File: src/sv/assert_macros.svh
// assertion macros shared by the go-back-n sender modules
// expects signals named clock and reset in the including module
`ifndef ASSERT_MACROS_SVH
`define ASSERT_MACROS_SVH

// antecedent implies consequent in the same cycle
`define GBN_ASSERT_IMP(label, ante, cons, msg) \
   label: assert property (@(posedge clock) disable iff (reset) (ante) |-> (cons)) \
      else $error(msg);

// antecedent implies consequent in the following cycle
`define GBN_ASSERT_NXT(label, ante, cons, msg) \
   label: assert property (@(posedge clock) disable iff (reset) (ante) |=> (cons)) \
      else $error(msg);

// expression holds at every clock edge
`define GBN_ASSERT_ALW(label, expr, msg) \
   label: assert property (@(posedge clock) disable iff (reset) (expr)) \
      else $error(msg);

`endif

File: src/sv/gbn_pkg.sv
// shared constants, codes and types for the go-back-n sender window
// no dependencies
package gbn_pkg;

   // parameter defaults
   localparam int SeqCountDef     = 8;
   localparam int PayloadWidthDef = 32;

   // fixed port field widths
   localparam int PortPayloadWidth = 32;
   localparam int SeqPortWidth     = 3;
   localparam int WindowWidth      = 3;
   localparam int ReplayCntWidth   = 3;
   localparam int MaxReplay        = 7;

   localparam logic [WindowWidth-1:0] WindowReset = 3'd4;

   // request codes
   localparam logic [1:0] ReqSend    = 2'd0;
   localparam logic [1:0] ReqAck     = 2'd1;
   localparam logic [1:0] ReqTimeout = 2'd2;
   localparam logic [1:0] ReqNone    = 2'd3;

   // timer commands
   localparam logic [1:0] TmrNone    = 2'd0;
   localparam logic [1:0] TmrStart   = 2'd1;
   localparam logic [1:0] TmrRestart = 2'd2;
   localparam logic [1:0] TmrStop    = 2'd3;

   // register file
   localparam int CsrAddrWidth = 3;
   localparam int CsrDataWidth = 32;
   localparam logic RegWindowSize = 1'b0;

   typedef enum logic [1:0] {
      StIdle,
      StRead,
      StEmit
   } gbn_state_type;

   typedef struct packed {
      logic exec_single;
      logic drop;
      logic rep_init;
      logic rd_issue;
      logic emit_replay;
   } gbn_cmd_type;

   typedef struct packed {
      logic pending;
      logic is_timeout;
      logic is_none;
      logic out_free;
      logic none_outstanding;
      logic replay_last;
   } gbn_status_type;

endpackage

File: src/sv/gbn_req_if.sv
// request channel: valid/ready handshake carrying one request item
// depends on gbn_pkg
interface gbn_req_if;
   logic                                    valid;
   logic                                    ready;
   logic [1:0]                              req_type;
   logic [gbn_pkg::PortPayloadWidth-1:0]    payload;
   logic [gbn_pkg::SeqPortWidth-1:0]        ack_number;
   logic                                    ack_checksum_ok;

   modport source (output valid, req_type, payload, ack_number, ack_checksum_ok,
                   input ready);
   modport sink (input valid, req_type, payload, ack_number, ack_checksum_ok,
                 output ready);
endinterface

File: src/sv/gbn_rsp_if.sv
// result channel: valid/ready handshake carrying one result item
// depends on gbn_pkg
interface gbn_rsp_if;
   logic                                    valid;
   logic                                    ready;
   logic                                    accepted;
   logic                                    packet_valid;
   logic [gbn_pkg::SeqPortWidth-1:0]        packet_seq;
   logic [gbn_pkg::PortPayloadWidth-1:0]    packet_payload;
   logic [1:0]                              timer_cmd;
   logic                                    last;

   modport source (output valid, accepted, packet_valid, packet_seq, packet_payload,
                   timer_cmd, last, input ready);
   modport sink (input valid, accepted, packet_valid, packet_seq, packet_payload,
                 timer_cmd, last, output ready);
endinterface

File: src/sv/gbn_csr.sv
// register port holding the window size
// depends on gbn_pkg
module gbn_csr (
   input  logic                                 clock,
   input  logic                                 reset,
   input  logic                                 csr_psel,
   input  logic                                 csr_penable,
   input  logic                                 csr_pwrite,
   input  logic [gbn_pkg::CsrAddrWidth-1:0]     csr_paddr,
   input  logic [gbn_pkg::CsrDataWidth-1:0]     csr_pwdata,
   output logic [gbn_pkg::CsrDataWidth-1:0]     csr_prdata,
   output logic                                 csr_pready,
   output logic [gbn_pkg::WindowWidth-1:0]      window_size
);

   logic [gbn_pkg::WindowWidth-1:0] window_ff;
   logic [gbn_pkg::WindowWidth-1:0] window_in;
   logic                            reg_idx;
   logic                            wr_en;

   assign reg_idx    = csr_paddr[gbn_pkg::CsrAddrWidth-1];
   assign wr_en      = csr_psel & csr_penable & csr_pwrite;
   assign csr_pready = 1'b1;

   // write decode
   always_comb begin
      window_in = window_ff;
      if (wr_en) begin
         unique case (reg_idx)
            gbn_pkg::RegWindowSize: window_in = csr_pwdata[gbn_pkg::WindowWidth-1:0];
            default: ;
         endcase
      end
   end

   always_ff @(posedge clock) begin
      if (reset) begin
         window_ff <= gbn_pkg::WindowReset;
      end else begin
         window_ff <= window_in;
      end
   end

   // read decode
   always_comb begin
      unique case (reg_idx)
         gbn_pkg::RegWindowSize: csr_prdata = gbn_pkg::CsrDataWidth'(window_ff);
         default:                csr_prdata = '0;
      endcase
   end

   assign window_size = window_ff;

endmodule

File: src/sv/gbn_ctrl.sv
// controller state machine: sequences single results and timeout replays
// depends on gbn_pkg and assert_macros.svh
`include "assert_macros.svh"

module gbn_ctrl (
   input  logic                     clock,
   input  logic                     reset,
   input  gbn_pkg::gbn_status_type  status,
   output gbn_pkg::gbn_cmd_type     cmd
);

   gbn_pkg::gbn_state_type state_ff;
   gbn_pkg::gbn_state_type state_in;
   logic                   start_replay;

   assign start_replay = status.pending & status.is_timeout & ~status.none_outstanding;

   // next state
   always_comb begin
      state_in = state_ff;
      unique case (state_ff)
         gbn_pkg::StIdle: begin
            if (start_replay) state_in = gbn_pkg::StRead;
         end
         gbn_pkg::StRead: begin
            state_in = gbn_pkg::StEmit;
         end
         gbn_pkg::StEmit: begin
            if (status.out_free) begin
               state_in = status.replay_last ? gbn_pkg::StIdle : gbn_pkg::StRead;
            end
         end
         default: state_in = gbn_pkg::StIdle;
      endcase
   end

   always_ff @(posedge clock) begin
      if (reset) begin
         state_ff <= gbn_pkg::StIdle;
      end else begin
         state_ff <= state_in;
      end
   end

   // command outputs
   always_comb begin
      cmd = '0;
      unique case (state_ff)
         gbn_pkg::StIdle: begin
            if (status.pending) begin
               if (status.is_none) begin
                  cmd.drop = 1'b1;
               end else if (start_replay) begin
                  cmd.rep_init = 1'b1;
               end else if (status.out_free) begin
                  cmd.exec_single = 1'b1;
               end
            end
         end
         gbn_pkg::StRead: cmd.rd_issue = 1'b1;
         gbn_pkg::StEmit: cmd.emit_replay = status.out_free;
         default: ;
      endcase
   end

   `GBN_ASSERT_ALW(a_cmd_onehot, $onehot0(cmd), "more than one command at once")
   `GBN_ASSERT_IMP(a_replay_needs_timeout, state_ff != gbn_pkg::StIdle, status.pending && status.is_timeout, "replay running without a pending timeout item")
   `GBN_ASSERT_NXT(a_read_then_emit, cmd.rd_issue, state_ff == gbn_pkg::StEmit, "read not followed by emit")

endmodule

File: src/sv/gbn_datapath.sv
// datapath: request holding register, window pointers, packet store and result register
// depends on gbn_pkg, gbn_req_if, gbn_rsp_if and assert_macros.svh
`include "assert_macros.svh"

module gbn_datapath #(
   parameter int SEQ_COUNT     = gbn_pkg::SeqCountDef,
   parameter int PAYLOAD_WIDTH = gbn_pkg::PayloadWidthDef
) (
   input  logic                              clock,
   input  logic                              reset,
   gbn_req_if.sink                           req_if,
   gbn_rsp_if.source                         rsp_if,
   input  logic [gbn_pkg::WindowWidth-1:0]   window_size,
   input  gbn_pkg::gbn_cmd_type              cmd,
   output gbn_pkg::gbn_status_type           status
);

   localparam int SW = $clog2(SEQ_COUNT);
   localparam int XW = SW + gbn_pkg::SeqPortWidth;
   localparam int WW = PAYLOAD_WIDTH + gbn_pkg::PortPayloadWidth;
   localparam int PW = gbn_pkg::PortPayloadWidth;
   localparam int RW = gbn_pkg::ReplayCntWidth;
   localparam logic [SW-1:0] SeqLast    = SW'(SEQ_COUNT - 1);
   localparam logic [SW:0]   SeqMod     = (SW + 1)'(SEQ_COUNT);
   localparam logic [XW-1:0] SeqModX    = XW'(SEQ_COUNT);
   localparam logic [XW-1:0] SeqLastX   = XW'(SEQ_COUNT - 1);
   localparam logic [XW-1:0] MaxReplayX = XW'(gbn_pkg::MaxReplay);

   // holding register for one request item
   logic                           pending_ff;
   logic                           pending_in;
   logic [1:0]                     hold_type_ff;
   logic [PAYLOAD_WIDTH-1:0]       hold_pay_ff;
   logic [gbn_pkg::SeqPortWidth-1:0] hold_ack_ff;
   logic                           hold_ok_ff;
   logic                           accept;
   logic                           clear;

   // window state
   logic [SW-1:0]                  base_ff;
   logic [SW-1:0]                  base_in;
   logic [SW-1:0]                  next_seq_ff;
   logic [SW-1:0]                  next_seq_in;
   logic [RW-1:0]                  rep_cnt_ff;
   logic [RW-1:0]                  rep_cnt_in;

   // packet store
   logic [PAYLOAD_WIDTH-1:0]       packet_store_ff [SEQ_COUNT];
   logic [PAYLOAD_WIDTH-1:0]       packet_rd_ff;
   logic [PAYLOAD_WIDTH-1:0]       wr_pay;
   logic                           mem_we;

   // result register
   logic                           rsp_valid_ff;
   logic                           acc_ff;
   logic                           pv_ff;
   logic [gbn_pkg::SeqPortWidth-1:0] seq_ff;
   logic [PW-1:0]                  pay_ff;
   logic [1:0]                     tcmd_ff;
   logic                           last_ff;
   logic                           load;
   logic                           out_free;

   // combinational helpers
   logic [WW-1:0]                  in_wide;
   logic [WW-1:0]                  rd_wide;
   logic [SW:0]                    out_diff;
   logic [SW:0]                    out_wrap;
   logic [SW-1:0]                  outstanding;
   logic [XW-1:0]                  out_x;
   logic [XW-1:0]                  win_x;
   logic [XW-1:0]                  eff_win;
   logic                           send_ok;
   logic [SW-1:0]                  next_inc;
   logic [XW-1:0]                  ack_x;
   logic [SW-1:0]                  ack_seq;
   logic [SW:0]                    ack_diff;
   logic [SW:0]                    ack_wrap;
   logic [SW-1:0]                  ack_dist;
   logic                           ack_take;
   logic [SW-1:0]                  ack_base;
   logic [XW-1:0]                  rep_sum;
   logic [SW-1:0]                  rep_addr;
   logic [XW-1:0]                  replay_n;
   logic                           replay_last;
   logic [XW-1:0]                  next_x;
   logic [XW-1:0]                  rep_x;
   logic                           s_acc;
   logic                           s_pv;
   logic [gbn_pkg::SeqPortWidth-1:0] s_seq;
   logic [PW-1:0]                  s_pay;
   logic [1:0]                     s_tcmd;

   // payload of the held item as seen on the result port
   function automatic logic [PW-1:0] in_wide_hold(input logic [PAYLOAD_WIDTH-1:0] p);
      logic [WW-1:0] w;
      w = WW'(p);
      return w[PW-1:0];
   endfunction

   // accept into the holding register
   assign req_if.ready = ~pending_ff;
   assign accept       = req_if.valid & ~pending_ff;
   assign clear        = cmd.exec_single | cmd.drop | (cmd.emit_replay & replay_last);

   always_comb begin
      pending_in = pending_ff;
      if (accept) begin
         pending_in = 1'b1;
      end else if (clear) begin
         pending_in = 1'b0;
      end
   end

   always_ff @(posedge clock) begin
      if (reset) begin
         pending_ff <= 1'b0;
      end else begin
         pending_ff <= pending_in;
      end
   end

   assign in_wide = WW'(req_if.payload);

   always_ff @(posedge clock) begin
      if (accept) begin
         hold_type_ff <= req_if.req_type;
         hold_pay_ff  <= in_wide[PAYLOAD_WIDTH-1:0];
         hold_ack_ff  <= req_if.ack_number;
         hold_ok_ff   <= req_if.ack_checksum_ok;
      end
   end

   // outstanding count modulo the sequence space
   assign out_diff    = {1'b0, next_seq_ff} - {1'b0, base_ff};
   assign out_wrap    = out_diff + SeqMod;
   assign outstanding = out_diff[SW] ? out_wrap[SW-1:0] : out_diff[SW-1:0];
   assign out_x       = XW'(outstanding);

   // effective window and send check
   assign win_x    = XW'(window_size);
   assign eff_win  = (win_x > SeqLastX) ? SeqLastX : win_x;
   assign send_ok  = out_x < eff_win;
   assign next_inc = (next_seq_ff == SeqLast) ? '0 : next_seq_ff + SW'(1);
   assign next_x   = XW'(next_seq_ff);

   // ack check: number must lie among the outstanding ones
   assign ack_x    = XW'(hold_ack_ff);
   assign ack_seq  = SW'(ack_x);
   assign ack_diff = {1'b0, ack_seq} - {1'b0, base_ff};
   assign ack_wrap = ack_diff + SeqMod;
   assign ack_dist = ack_diff[SW] ? ack_wrap[SW-1:0] : ack_diff[SW-1:0];
   assign ack_take = hold_ok_ff & (ack_x < SeqModX) & (XW'(ack_dist) < out_x);
   assign ack_base = (ack_seq == SeqLast) ? '0 : ack_seq + SW'(1);

   // replay address and count
   assign rep_sum     = XW'(base_ff) + XW'(rep_cnt_ff);
   assign rep_addr    = (rep_sum >= SeqModX) ? SW'(rep_sum - SeqModX) : SW'(rep_sum);
   assign rep_x       = XW'(rep_addr);
   assign replay_n    = (out_x > MaxReplayX) ? MaxReplayX : out_x;
   assign replay_last = (XW'(rep_cnt_ff) + XW'(1)) == replay_n;

   // single-result items: send, ack, timeout with nothing outstanding
   always_comb begin
      s_acc       = 1'b0;
      s_pv        = 1'b0;
      s_seq       = '0;
      s_pay       = '0;
      s_tcmd      = gbn_pkg::TmrNone;
      mem_we      = 1'b0;
      base_in     = base_ff;
      next_seq_in = next_seq_ff;
      case (hold_type_ff)
         gbn_pkg::ReqSend: begin
            if (send_ok) begin
               s_acc  = 1'b1;
               s_pv   = 1'b1;
               s_seq  = next_x[gbn_pkg::SeqPortWidth-1:0];
               s_pay  = in_wide_hold(hold_pay_ff);
               s_tcmd = (base_ff == next_seq_ff) ? gbn_pkg::TmrStart : gbn_pkg::TmrNone;
               mem_we = cmd.exec_single;
               if (cmd.exec_single) next_seq_in = next_inc;
            end
         end
         gbn_pkg::ReqAck: begin
            if (ack_take) begin
               s_tcmd = (ack_base == next_seq_ff) ? gbn_pkg::TmrStop : gbn_pkg::TmrRestart;
               if (cmd.exec_single) base_in = ack_base;
            end
         end
         gbn_pkg::ReqTimeout: s_tcmd = gbn_pkg::TmrStop;
         default: ;
      endcase
   end

   always_comb begin
      rep_cnt_in = rep_cnt_ff;
      if (cmd.rep_init) begin
         rep_cnt_in = '0;
      end else if (cmd.emit_replay) begin
         rep_cnt_in = rep_cnt_ff + RW'(1);
      end
   end

   always_ff @(posedge clock) begin
      if (reset) begin
         base_ff     <= '0;
         next_seq_ff <= '0;
         rep_cnt_ff  <= '0;
      end else begin
         base_ff     <= base_in;
         next_seq_ff <= next_seq_in;
         rep_cnt_ff  <= rep_cnt_in;
      end
   end

   // packet store, one write and one registered read port
   assign wr_pay = hold_pay_ff;

   always_ff @(posedge clock) begin
      if (mem_we) begin
         packet_store_ff[next_seq_ff] <= wr_pay;
      end
      if (cmd.rd_issue) begin
         packet_rd_ff <= packet_store_ff[rep_addr];
      end
   end

   assign rd_wide = WW'(packet_rd_ff);

   // result register
   assign out_free = ~rsp_valid_ff | rsp_if.ready;
   assign load     = cmd.exec_single | cmd.emit_replay;

   always_ff @(posedge clock) begin
      if (reset) begin
         rsp_valid_ff <= 1'b0;
      end else if (load) begin
         rsp_valid_ff <= 1'b1;
      end else if (rsp_if.ready) begin
         rsp_valid_ff <= 1'b0;
      end
   end

   always_ff @(posedge clock) begin
      if (cmd.exec_single) begin
         acc_ff  <= s_acc;
         pv_ff   <= s_pv;
         seq_ff  <= s_seq;
         pay_ff  <= s_pay;
         tcmd_ff <= s_tcmd;
         last_ff <= 1'b1;
      end else if (cmd.emit_replay) begin
         acc_ff  <= 1'b0;
         pv_ff   <= 1'b1;
         seq_ff  <= rep_x[gbn_pkg::SeqPortWidth-1:0];
         pay_ff  <= rd_wide[PW-1:0];
         tcmd_ff <= replay_last ? gbn_pkg::TmrRestart : gbn_pkg::TmrNone;
         last_ff <= replay_last;
      end
   end

   assign rsp_if.valid          = rsp_valid_ff;
   assign rsp_if.accepted       = acc_ff;
   assign rsp_if.packet_valid   = pv_ff;
   assign rsp_if.packet_seq     = seq_ff;
   assign rsp_if.packet_payload = pay_ff;
   assign rsp_if.timer_cmd      = tcmd_ff;
   assign rsp_if.last           = last_ff;

   // status to the controller
   assign status.pending          = pending_ff;
   assign status.is_timeout       = hold_type_ff == gbn_pkg::ReqTimeout;
   assign status.is_none          = hold_type_ff == gbn_pkg::ReqNone;
   assign status.out_free         = out_free;
   assign status.none_outstanding = outstanding == '0;
   assign status.replay_last      = replay_last;

   `GBN_ASSERT_IMP(a_replay_in_window, cmd.emit_replay, XW'(rep_cnt_ff) < out_x, "replay past the outstanding packets")
   `GBN_ASSERT_IMP(a_pending_cleared, $fell(pending_ff), $past(cmd.exec_single || cmd.drop || cmd.emit_replay), "item dropped without its results")
   `GBN_ASSERT_NXT(a_replay_holds_window, cmd.rd_issue || cmd.emit_replay, $stable(base_ff) && $stable(next_seq_ff), "window moved during a replay")

endmodule

File: src/sv/go_back_n_sender_window.sv
// Go-Back-N sender window.
// The request channel (req_if) takes one item at a time: send a payload, an
// acknowledgement, or a retransmit timer expiry. The result channel (rsp_if)
// returns the results of each item in order; the final one carries last.
// A send or an acknowledgement gives one result, loaded into the result
// register once it is free; a new item is taken only after the held one is
// done. A timer expiry with n packets outstanding replays them oldest first,
// each as one read of the packet store and then one result; the single read
// port of the store sets that pace.
// The window size register is written through the csr_ port and is only to
// be changed while no item is in flight.
// Reset clears the window pointers and the handshake state; the window size
// returns to 4. The packet store is not cleared, as only written entries
// are ever replayed.
// When the receiver stalls, the result register holds its item and one
// further request item waits in the input holding register.
module go_back_n_sender_window #(
   parameter int SEQ_COUNT     = gbn_pkg::SeqCountDef,
   parameter int PAYLOAD_WIDTH = gbn_pkg::PayloadWidthDef
) (
   input  logic                              clock,
   input  logic                              reset,
   gbn_req_if.sink                           req_if,
   gbn_rsp_if.source                         rsp_if,
   input  logic                              csr_psel,
   input  logic                              csr_penable,
   input  logic                              csr_pwrite,
   input  logic [gbn_pkg::CsrAddrWidth-1:0]  csr_paddr,
   input  logic [gbn_pkg::CsrDataWidth-1:0]  csr_pwdata,
   output logic [gbn_pkg::CsrDataWidth-1:0]  csr_prdata,
   output logic                              csr_pready
);

   logic [gbn_pkg::WindowWidth-1:0] window_size;
   gbn_pkg::gbn_cmd_type            cmd;
   gbn_pkg::gbn_status_type         status;

   // register port
   gbn_csr u_csr (
      .clock       (clock),
      .reset       (reset),
      .csr_psel    (csr_psel),
      .csr_penable (csr_penable),
      .csr_pwrite  (csr_pwrite),
      .csr_paddr   (csr_paddr),
      .csr_pwdata  (csr_pwdata),
      .csr_prdata  (csr_prdata),
      .csr_pready  (csr_pready),
      .window_size (window_size)
   );

   // sequencing
   gbn_ctrl u_ctrl (
      .clock  (clock),
      .reset  (reset),
      .status (status),
      .cmd    (cmd)
   );

   // window state, packet store and result register
   gbn_datapath #(
      .SEQ_COUNT     (SEQ_COUNT),
      .PAYLOAD_WIDTH (PAYLOAD_WIDTH)
   ) u_datapath (
      .clock       (clock),
      .reset       (reset),
      .req_if      (req_if),
      .rsp_if      (rsp_if),
      .window_size (window_size),
      .cmd         (cmd),
      .status      (status)
   );

endmodule

File: src/flat_wrapper.sv
// flat-port wrapper written by rule: the top's interface ports become plain ports
module go_back_n_sender_window_flat 
#(
   parameter int SEQ_COUNT     = gbn_pkg::SeqCountDef,
   parameter int PAYLOAD_WIDTH = gbn_pkg::PayloadWidthDef
)
  (clock, reset, csr_psel, csr_penable, csr_pwrite, csr_paddr, csr_pwdata, csr_prdata, csr_pready, req_if_valid, req_if_req_type, req_if_payload, req_if_ack_number, req_if_ack_checksum_ok, req_if_ready, rsp_if_valid, rsp_if_accepted, rsp_if_packet_valid, rsp_if_packet_seq, rsp_if_packet_payload, rsp_if_timer_cmd, rsp_if_last, rsp_if_ready);
  gbn_req_if req_if_i ();
  gbn_rsp_if rsp_if_i ();
  input  logic clock;
  input  logic reset;
  input  logic csr_psel;
  input  logic csr_penable;
  input  logic csr_pwrite;
  input  logic [gbn_pkg::CsrAddrWidth-1:0] csr_paddr;
  input  logic [gbn_pkg::CsrDataWidth-1:0] csr_pwdata;
  output logic [gbn_pkg::CsrDataWidth-1:0] csr_prdata;
  output logic csr_pready;
  input wire logic [$bits(req_if_i.valid)-1:0] req_if_valid;
  input wire logic [$bits(req_if_i.req_type)-1:0] req_if_req_type;
  input wire logic [$bits(req_if_i.payload)-1:0] req_if_payload;
  input wire logic [$bits(req_if_i.ack_number)-1:0] req_if_ack_number;
  input wire logic [$bits(req_if_i.ack_checksum_ok)-1:0] req_if_ack_checksum_ok;
  output wire logic [$bits(req_if_i.ready)-1:0] req_if_ready;
  output wire logic [$bits(rsp_if_i.valid)-1:0] rsp_if_valid;
  output wire logic [$bits(rsp_if_i.accepted)-1:0] rsp_if_accepted;
  output wire logic [$bits(rsp_if_i.packet_valid)-1:0] rsp_if_packet_valid;
  output wire logic [$bits(rsp_if_i.packet_seq)-1:0] rsp_if_packet_seq;
  output wire logic [$bits(rsp_if_i.packet_payload)-1:0] rsp_if_packet_payload;
  output wire logic [$bits(rsp_if_i.timer_cmd)-1:0] rsp_if_timer_cmd;
  output wire logic [$bits(rsp_if_i.last)-1:0] rsp_if_last;
  input wire logic [$bits(rsp_if_i.ready)-1:0] rsp_if_ready;
  assign req_if_i.valid = req_if_valid;
  assign req_if_i.req_type = req_if_req_type;
  assign req_if_i.payload = req_if_payload;
  assign req_if_i.ack_number = req_if_ack_number;
  assign req_if_i.ack_checksum_ok = req_if_ack_checksum_ok;
  assign req_if_ready = req_if_i.ready;
  assign rsp_if_valid = rsp_if_i.valid;
  assign rsp_if_accepted = rsp_if_i.accepted;
  assign rsp_if_packet_valid = rsp_if_i.packet_valid;
  assign rsp_if_packet_seq = rsp_if_i.packet_seq;
  assign rsp_if_packet_payload = rsp_if_i.packet_payload;
  assign rsp_if_timer_cmd = rsp_if_i.timer_cmd;
  assign rsp_if_last = rsp_if_i.last;
  assign rsp_if_i.ready = rsp_if_ready;
  go_back_n_sender_window #(.SEQ_COUNT(SEQ_COUNT), .PAYLOAD_WIDTH(PAYLOAD_WIDTH)) u_core (.clock(clock), .reset(reset), .req_if(req_if_i), .rsp_if(rsp_if_i), .csr_psel(csr_psel), .csr_penable(csr_penable), .csr_pwrite(csr_pwrite), .csr_paddr(csr_paddr), .csr_pwdata(csr_pwdata), .csr_prdata(csr_prdata), .csr_pready(csr_pready));
endmodule
File: config.mk
export PLATFORM = sky130hd
export DESIGN_NAME = go_back_n_sender_window_flat
export DESIGN_NICKNAME = d
export VERILOG_FILES = /design/src/sv/gbn_pkg.sv /design/src/sv/gbn_req_if.sv /design/src/sv/gbn_rsp_if.sv /design/src/sv/gbn_csr.sv /design/src/sv/gbn_ctrl.sv /design/src/sv/gbn_datapath.sv /design/src/sv/go_back_n_sender_window.sv /design/src/flat_wrapper.sv
export VERILOG_INCLUDE_DIRS = /design/src /design/src/sv
export SDC_FILE = /design/constraint.sdc
export NUM_CORES = 1
export LEC_CHECK = 0
export ABC_AREA = 1
export BUFFER_PORTS_ARGS = -buffer_cell sky130_fd_sc_hd__buf_4
export CORE_MARGIN = 5
export CORE_UTILIZATION = 35
export CTS_BUF_LIST = sky130_fd_sc_hd__clkbuf_16
export DETAILED_ROUTE_END_ITERATION = 7
export MAX_ROUTING_LAYER = met4
export PLACE_DENSITY = 0.61
export SLEW_MARGIN = 20
export SYNTH_ARGS = -nofsm -noshare
export SYNTH_HDL_FRONTEND = slang
export SYNTH_SLANG_ARGS = --single-unit
export TNS_END_PERCENT = 20
File: constraint.sdc
create_clock -name clock -period 11.8 [get_ports clock]
set_clock_uncertainty 0.2 [all_clocks]
set_input_delay 0.59 -clock clock [delete_from_list [all_inputs] [get_ports clock]]
set_output_delay 0.59 -clock clock [all_outputs]
set_load 0.02 [all_outputs]
## Word-level counts from Yosys, hierarchy flattened

Memories as Yosys holds them, arrays and structs flattened. A register that Yosys moved wholly into a read port is not among the register bits.
Index checks and enable logic that the tools add are counted.

- Register bits after elaboration: 94
- RAM bits: 256
- Input port bits: 80
- Output and inout port bits: 75
- Logic and storage cells: 125
- Memories: 1

- Add/subtract/negate cells: 10
- Magnitude comparators: 6
- Equality and inequality tests: 12
- Mux-type cells: 52
- Bitwise operators: 16
- Reductions and logical operators: 11

Memories:

| name | words | width | read ports | clocked after Yosys merged registers in | wr ports | RTL line | RTL |
|---|---|---|---|---|---|---|---|
| u_core.u_datapath.packet_store_ff | 8 | 32 | 1 | 1 | 1 | gbn_datapath.sv:48 | `logic [PAYLOAD_WIDTH-1:0] packet_store_ff [SEQ_COUNT];` |

Operator list:

| kind | count |
|---|---|
| $mux W32 | 4 |
| $mux W3 | 14 |
| $mux W1 | 26 |
| $add A3 B1 Y3 const B | 5 |
| $mux W2 | 6 |
| $pmux W2 S3 | 2 |
| $and A1 B1 Y1 | 8 |
| $sub A3 B3 Y4 | 2 |
| $eq A2 B2 Y1 const B | 3 |
| $eq A3 B3 Y1 | 2 |
| $eq A3 B3 Y1 const B | 2 |
| $gt A3 B3 Y1 const B | 2 |
| $lt A3 B3 Y1 | 2 |
| $reduce_and A3 Y1 | 2 |
| $reduce_bool A2 Y1 | 3 |
| $add A3 B1 Y4 const B | 1 |
| $add A3 B3 Y4 | 1 |
| $eq A2 B1 Y1 const B | 2 |
| $eq A4 B3 Y1 | 1 |
| $ge A4 B4 Y1 const B | 1 |
| $logic_not A2 Y1 | 2 |
| $lt A3 B4 Y1 const B | 1 |
| $ne A2 B2 Y1 const B | 2 |
| $not A1 Y1 | 4 |
| other kinds (5) | 9 |

## Depth between registers and ports, before layout

- Depth after elaboration: 14
- Mapped depth: 16
- Gate-level depth less buffers: 16

## Hierarchy

Synthesis repeated with hierarchy kept, for this count alone.

- Cells, all modules: 1,152
- Area total of the unflattened synthesis: 15,516.1 um^2

Modules (own cells, without submodules):

| module | instances | cells an instance | area each (um^2) | seq. area each (um^2) |
|---|---|---|---|---|
| gbn_datapath | 1 | 1,062 | 14,931.8 | 11,200.7 |
| gbn_csr | 1 | 62 | 416.6 | 60.1 |
| gbn_ctrl | 1 | 28 | 167.7 | 40.0 |

## Worst setup path before layout

Ideal clock, no wire load.

- Kind: flip-flop to flip-flop
- Start point: register u_core.u_datapath.next_seq_ff[0]
- End point: memory u_core.u_datapath.packet_store_ff[3][0] (netlist name), enable pin
- Library setup time: 0.461 ns
- Arrival time: 4.529 ns
- Data required time: 11.139 ns
- Slack: 6.610 ns
- Cell stages (with the launch flop): 13
- Buffers on the path: 0
- Period minus slack after synthesis: 5.190 ns
- Cell sequence: dfxtp_1 -> inv_1 -> ha_1 -> inv_1 -> fa_1 -> ha_1 -> a21oi_1 -> nand2_1 -> nand2_2 -> nand2_2 -> nor2_8 -> nand2_4 -> nor3_1

- Word-level cells in the longest chain between the ends: 14
- Elaborated cells between the ends (all ways): 15
- Classes of those cells: add/sub: 2; order compare: 1; mux: 9; bitwise: 2; reduce/logical: 1

Ends and longest elaborated chain:

| element | RTL line | RTL |
|---|---|---|
| from (decl) | gbn_datapath.sv:42 | `logic [SW-1:0] next_seq_ff;` |
| from (signal assigned) | gbn_datapath.sv:212 | `next_seq_ff <= next_seq_in;` |
| $sub A3 B3 Y4 | gbn_datapath.sv:135 | `assign out_diff = {1'b0, next_seq_ff} - {1'b0, base_ff};` |
| $add A3 B1 Y3 | gbn_datapath.sv:136 | `assign out_wrap = out_diff + SeqMod;` |
| $mux W3 | gbn_datapath.sv:137 | `assign outstanding = out_diff[SW] ? out_wrap[SW-1:0] : out_diff[SW-1:0];` |
| $logic_not A3 Y1 | gbn_datapath.sv:276 | `assign status.none_outstanding = outstanding == '0;` |
| $not A1 Y1 | gbn_ctrl.sv:16 | `assign start_replay = status.pending & status.is_timeout & ~status.none_outstanding;` |
| $and A1 B1 Y1 | gbn_ctrl.sv:16 |  |
| $mux W1 | gbn_ctrl.sv:53 | `end else if (start_replay) begin` |
| $mux W1 | gbn_ctrl.sv:51 | `if (status.is_none) begin` |
| $mux W3 | gbn_ctrl.sv:50 | `if (status.pending) begin` |
| $mux W3 | gbn_ctrl.sv:48 | `unique case (state_ff)` |
| $mux W1 | gbn_datapath.sv:175 | `if (send_ok) begin` |
| $mux W1 | gbn_datapath.sv:173 | `case (hold_type_ff)` |
| $mux W1 | gbn_datapath.sv:221 | `if (mem_we) begin` |
| $mux W1 (not written as such) | gbn_datapath.sv:222 | `packet_store_ff[next_seq_ff] <= wr_pay;` |
| to (decl) | gbn_datapath.sv:48 |  |

Parallel ways exist; a longest one is shown, timed or not.

## Worst setup path in the final report

- Start point: register u_core.u_datapath.next_seq_ff[0]
- End point: memory u_core.u_datapath.packet_store_ff[1][0] (netlist name), enable pin

The elaborated chain is that of the path after synthesis.

==> summary.md <==
| Metric | Value |
|---|---|
| DP Cell Count | 1830 |
| CP max FO | 37 |
| Initial Util | 35.2% |
| Metal2 WL | 15400 um |
| Final worst-path cycle share | 40.8% |
| Slowest Stage Delay on Critical Path | 750 ps |
| Pwr Density | 157 nW/um^2 |
| Placed inst area | 16700 sq um |
| Sequential area share after synthesis | 73.2% |
| Final Non-Filler Cells | 1905 |
| Ys async rst share | 0% |
| Hold path cells | 1 |
| Pin count of the biggest net entering global routing | 93 |
| Post-detail-place hpwl | 17900 um |
| Total track usage | 13.5% |
| Top cell type's share of synthesized area | 71.0% |
| Die width | 220 um |
| First-pass GRT wire length | 49100 um |
| Core area | 43900 sq um |
| CP arrival | 4810 ps |
| DRC viols | 0 |
| CP Launch Point | u_core.u_datapath.next_seq_ff[0] |
| Grt ovf | 0 |
| Slew margin rel. | 32.0% |
| WL met1 | 14100 um |
| Final nets | 1378 |
| Max_cap viols | 0 |
| Post-synth EDFFs | 365 |
| Area delta synth->final | 16.3% |
| Run status | finished clean |
| FF-to-FF path depth | 12 |
| Hold Crit Class | input pin to flop |
| Hold Crit Start | req_if_payload[10] |
| Rows | 77 |
| FF+latch area | 11300 sq um |
| Initial antenna violation count | 0 |
| Synth Area per Inst | 13.0 sq um |
| I/O pins | 155 |
| Leak Pwr | 6.43 nW |
| Crit Path Class | flop to flop |
| Die Y | 220 um |
| CTS sink cnt | 382 |
| Vias in the first global route | 8616 |
| Largest cells by area after synthesis | edfxtp_1 (71%), nand2_1 (4.4%), o21ai_0 (3.3%) |
| DRT Pass-1 Iters | 5 |
| Finished Cell Area | 18000 sq um |
| Layout cells sized above 1 | 14.5% |
| Worst reg2reg endpoint | u_core.u_datapath.packet_store_ff[1][0] |
| Yosys reg bits | 382 |
| R2R Path Start | u_core.u_datapath.next_seq_ff[0] |
| RSZ-0062 raised after global routing | false |
| Post-Synthesis Cells | 1188 |
| Number of distinct library cells after synthesis | 37 |
| Clock buffer depth | 3 |
| Fmax | 208 MHz |
| Num CTS Buffers | 41 |
| CP cell instances | inv_1 > ha_1 > inv_1 > fa_1 > nor2_1 > nand3_1 > a21oi_2 > inv_2 > nor2_8 > nand2_4 > nor3_4 > buf_4 |
| Synth warnings | 0 |
| GPL Wtd Cong | 0.820 |
| Clock slew at reported path FFs | 60 ps |
| Via count | 8852 |
| Worst-Margin Slew | 1020 ps |
| Met3 WL | 1990 um |
| Top sig layer | met4 |
| Multi-input logic area | 3330 sq um |
| # fillers | 4101 |
| N_diodes | 0 |
| Slowest CP cell | nor3_4 |
| Post-Syn Area | 15400 sq um |
| Iteration-0 DRC Markers | 671 |
| CP Launch Type | flop |
| Die footprint | 48400 sq um |
| Data required, critical path | 11800 ps |
| IO Port Bufs | 93 |
| H-tree levels | 2 |
| Clk_lat worst skew | 540 ps |
| CTS Root Cell | clkbuf_16 |
| Antenna-violating nets left | 0 |
| Cell with the most instances after synthesis | edfxtp_1 |
| Final hold vios | 0 |
| Most frequent cells after synthesis | edfxtp_1 (365), nand2_1 (181), inv_1 (129) |
| Most used cell, CP | inv_1 |
| CTS tree | yes |
| WL/cell | 16.8 um |
| Minimum hold slack | 25.3 ps |
| Final setup violation count | 0 |
| Final worst path period need | 4820 ps |
| Largest area contributor in the netlist | edfxtp_1 |
| R2R setup slack | 6980 ps |
| VDD IR max | 112 uV |
| Slew Viols, Final | 0 |
| Worst hold endpoint | u_core.u_datapath.hold_pay_ff[10] |
| Vias/cell | 4.65 |
| Setup tns final | 0 ps |
| Total Wirelength | 32000 um |
| CP endpoint kind | flop |
| Top_reg_cell synth | edfxtp_1 |
## metal layers
metal  GRT usage [%]  vias to the layer above
met5               -                        -
met4            3.00                        0
met3            2.54                       45
met2            21.9                      235
met1            17.8                     4248
li1                -                     4324
## worst max-delay path, delay by kind of cell (launching register included)
family                     cells  cell delay [ps]
adders and majority gates      2              690
AOI/OAI and AO/OA              1              470
buffers and inverters          4              830
DFF                            1              450
and+or+nand+nor                5             1830
## placed cells by master, fill, tap and decap left out, types with 3 or more instances in the layout
master           n
edfxtp_1       365
nand2_1        180
inv_1          132
buf_4          109
o21ai_0        102
a21oi_1         77
nor2_1          60
clkbuf_16       42
o211ai_1        33
a31oi_1         33
mux2i_1         32
conb_1          30
nand3_1         17
dfxtp_1         17
clkinv_1        14
ha_1            10
nand4_1          5
nor3_2           5
clkinv_2         5
inv_2            4
nand2_2          4
xnor2_1          4
clkinv_4         4
nand2_4          3
nor3_4           3
dlygate4sd3_1    3
## repair_timing
action                                 4_1_cts  5_1_grt
resized for setup                            0        0
setup buffers                                0        0
endpoints found under the hold margin        3        0
hold buffers                                 3        0
## final cells by class
cell class,instances,area share (%)
tap,592,4.13
clock buffer,42,5.85
multi-input combinational,614,18.6
clock inverter,30,1.01
sequential,382,62.9
timing repair buffer,112,4.72
inverter,133,2.79
## per-stage QoR
step                setup WS [ps]  utilization, %  power (W)
floorplan                    6610               -    0.00163
CTS                          6830            40.9    0.00285
finish                       6980            40.9    0.00282
global route                 6570            40.9    0.00292
global placement             6880            38.0    0.00167
detailed placement           6840            38.0    0.00168
## cells by family after synthesis
logic type | share of synthesized area [%]
buffers and inverters | 6.51
muxes | 2.07
adders and majority gates | 1.28
xor gates and xnor gates | 0.397
and+or+nand+nor | 7.58
AOI/OAI and AO/OA | 8.94
DFF | 73.2
other | 0.0486
## registers in the layout, indices dropped and copies added, names as in the netlist
| name | cells |
|---|---|
| u_core.u_datapath.next_seq_ff | 3 |
| u_core.u_datapath.rsp_if.last | 1 |
| u_core.u_datapath.rsp_if.packet_payload | 32 |
| u_core.u_datapath.packet_store_ff | 256 |
| u_core.u_datapath.hold_ok_ff | 1 |
| u_core.u_datapath.rsp_if.timer_cmd | 2 |
| u_core.u_csr.window_size | 3 |
| u_core.u_ctrl.state_ff | 2 |
| u_core.u_datapath.base_ff | 3 |
| u_core.u_datapath.rsp_if.packet_valid | 1 |
| u_core.u_datapath.packet_rd_ff | 32 |
| u_core.u_datapath.rsp_if.valid | 1 |
| u_core.u_datapath.rep_cnt_ff | 3 |
| u_core.u_datapath.hold_pay_ff | 32 |
| u_core.u_datapath.pending_ff | 1 |
| u_core.u_datapath.rsp_if.packet_seq | 3 |
| u_core.u_datapath.rsp_if.accepted | 1 |
| u_core.u_datapath.ack_seq | 3 |
| u_core.u_datapath.hold_type_ff | 2 |
## where the power goes
| group | internal (W) | total, W | switching, W |
|---|---|---|---|
| sequential | 0.00151 | 0.00154 | 0.0000229 |
| combinational | 0.0000366 | 0.000109 | 0.0000720 |
| clock | 0.000668 | 0.00118 | 0.000509 |
## worst max-delay path by stage
stage	slack [ps]	cells past startpoint	end
4_1_cts	6830	12	u_core.u_datapath.packet_store_ff[1][0]
6_report	6980	12	u_core.u_datapath.packet_store_ff[1][0]
3_5_place_dp	6840	12	u_core.u_datapath.packet_store_ff[1][26]
2_1_floorplan	6610	12	u_core.u_datapath.packet_store_ff[3][0]
5_1_grt	6570	13	u_core.u_datapath.packet_store_ff[1][0]
3_3_place_gp	6880	13	u_core.u_datapath.packet_store_ff[1][27]
No activity file was read; power rests on OpenSTA's default activity.
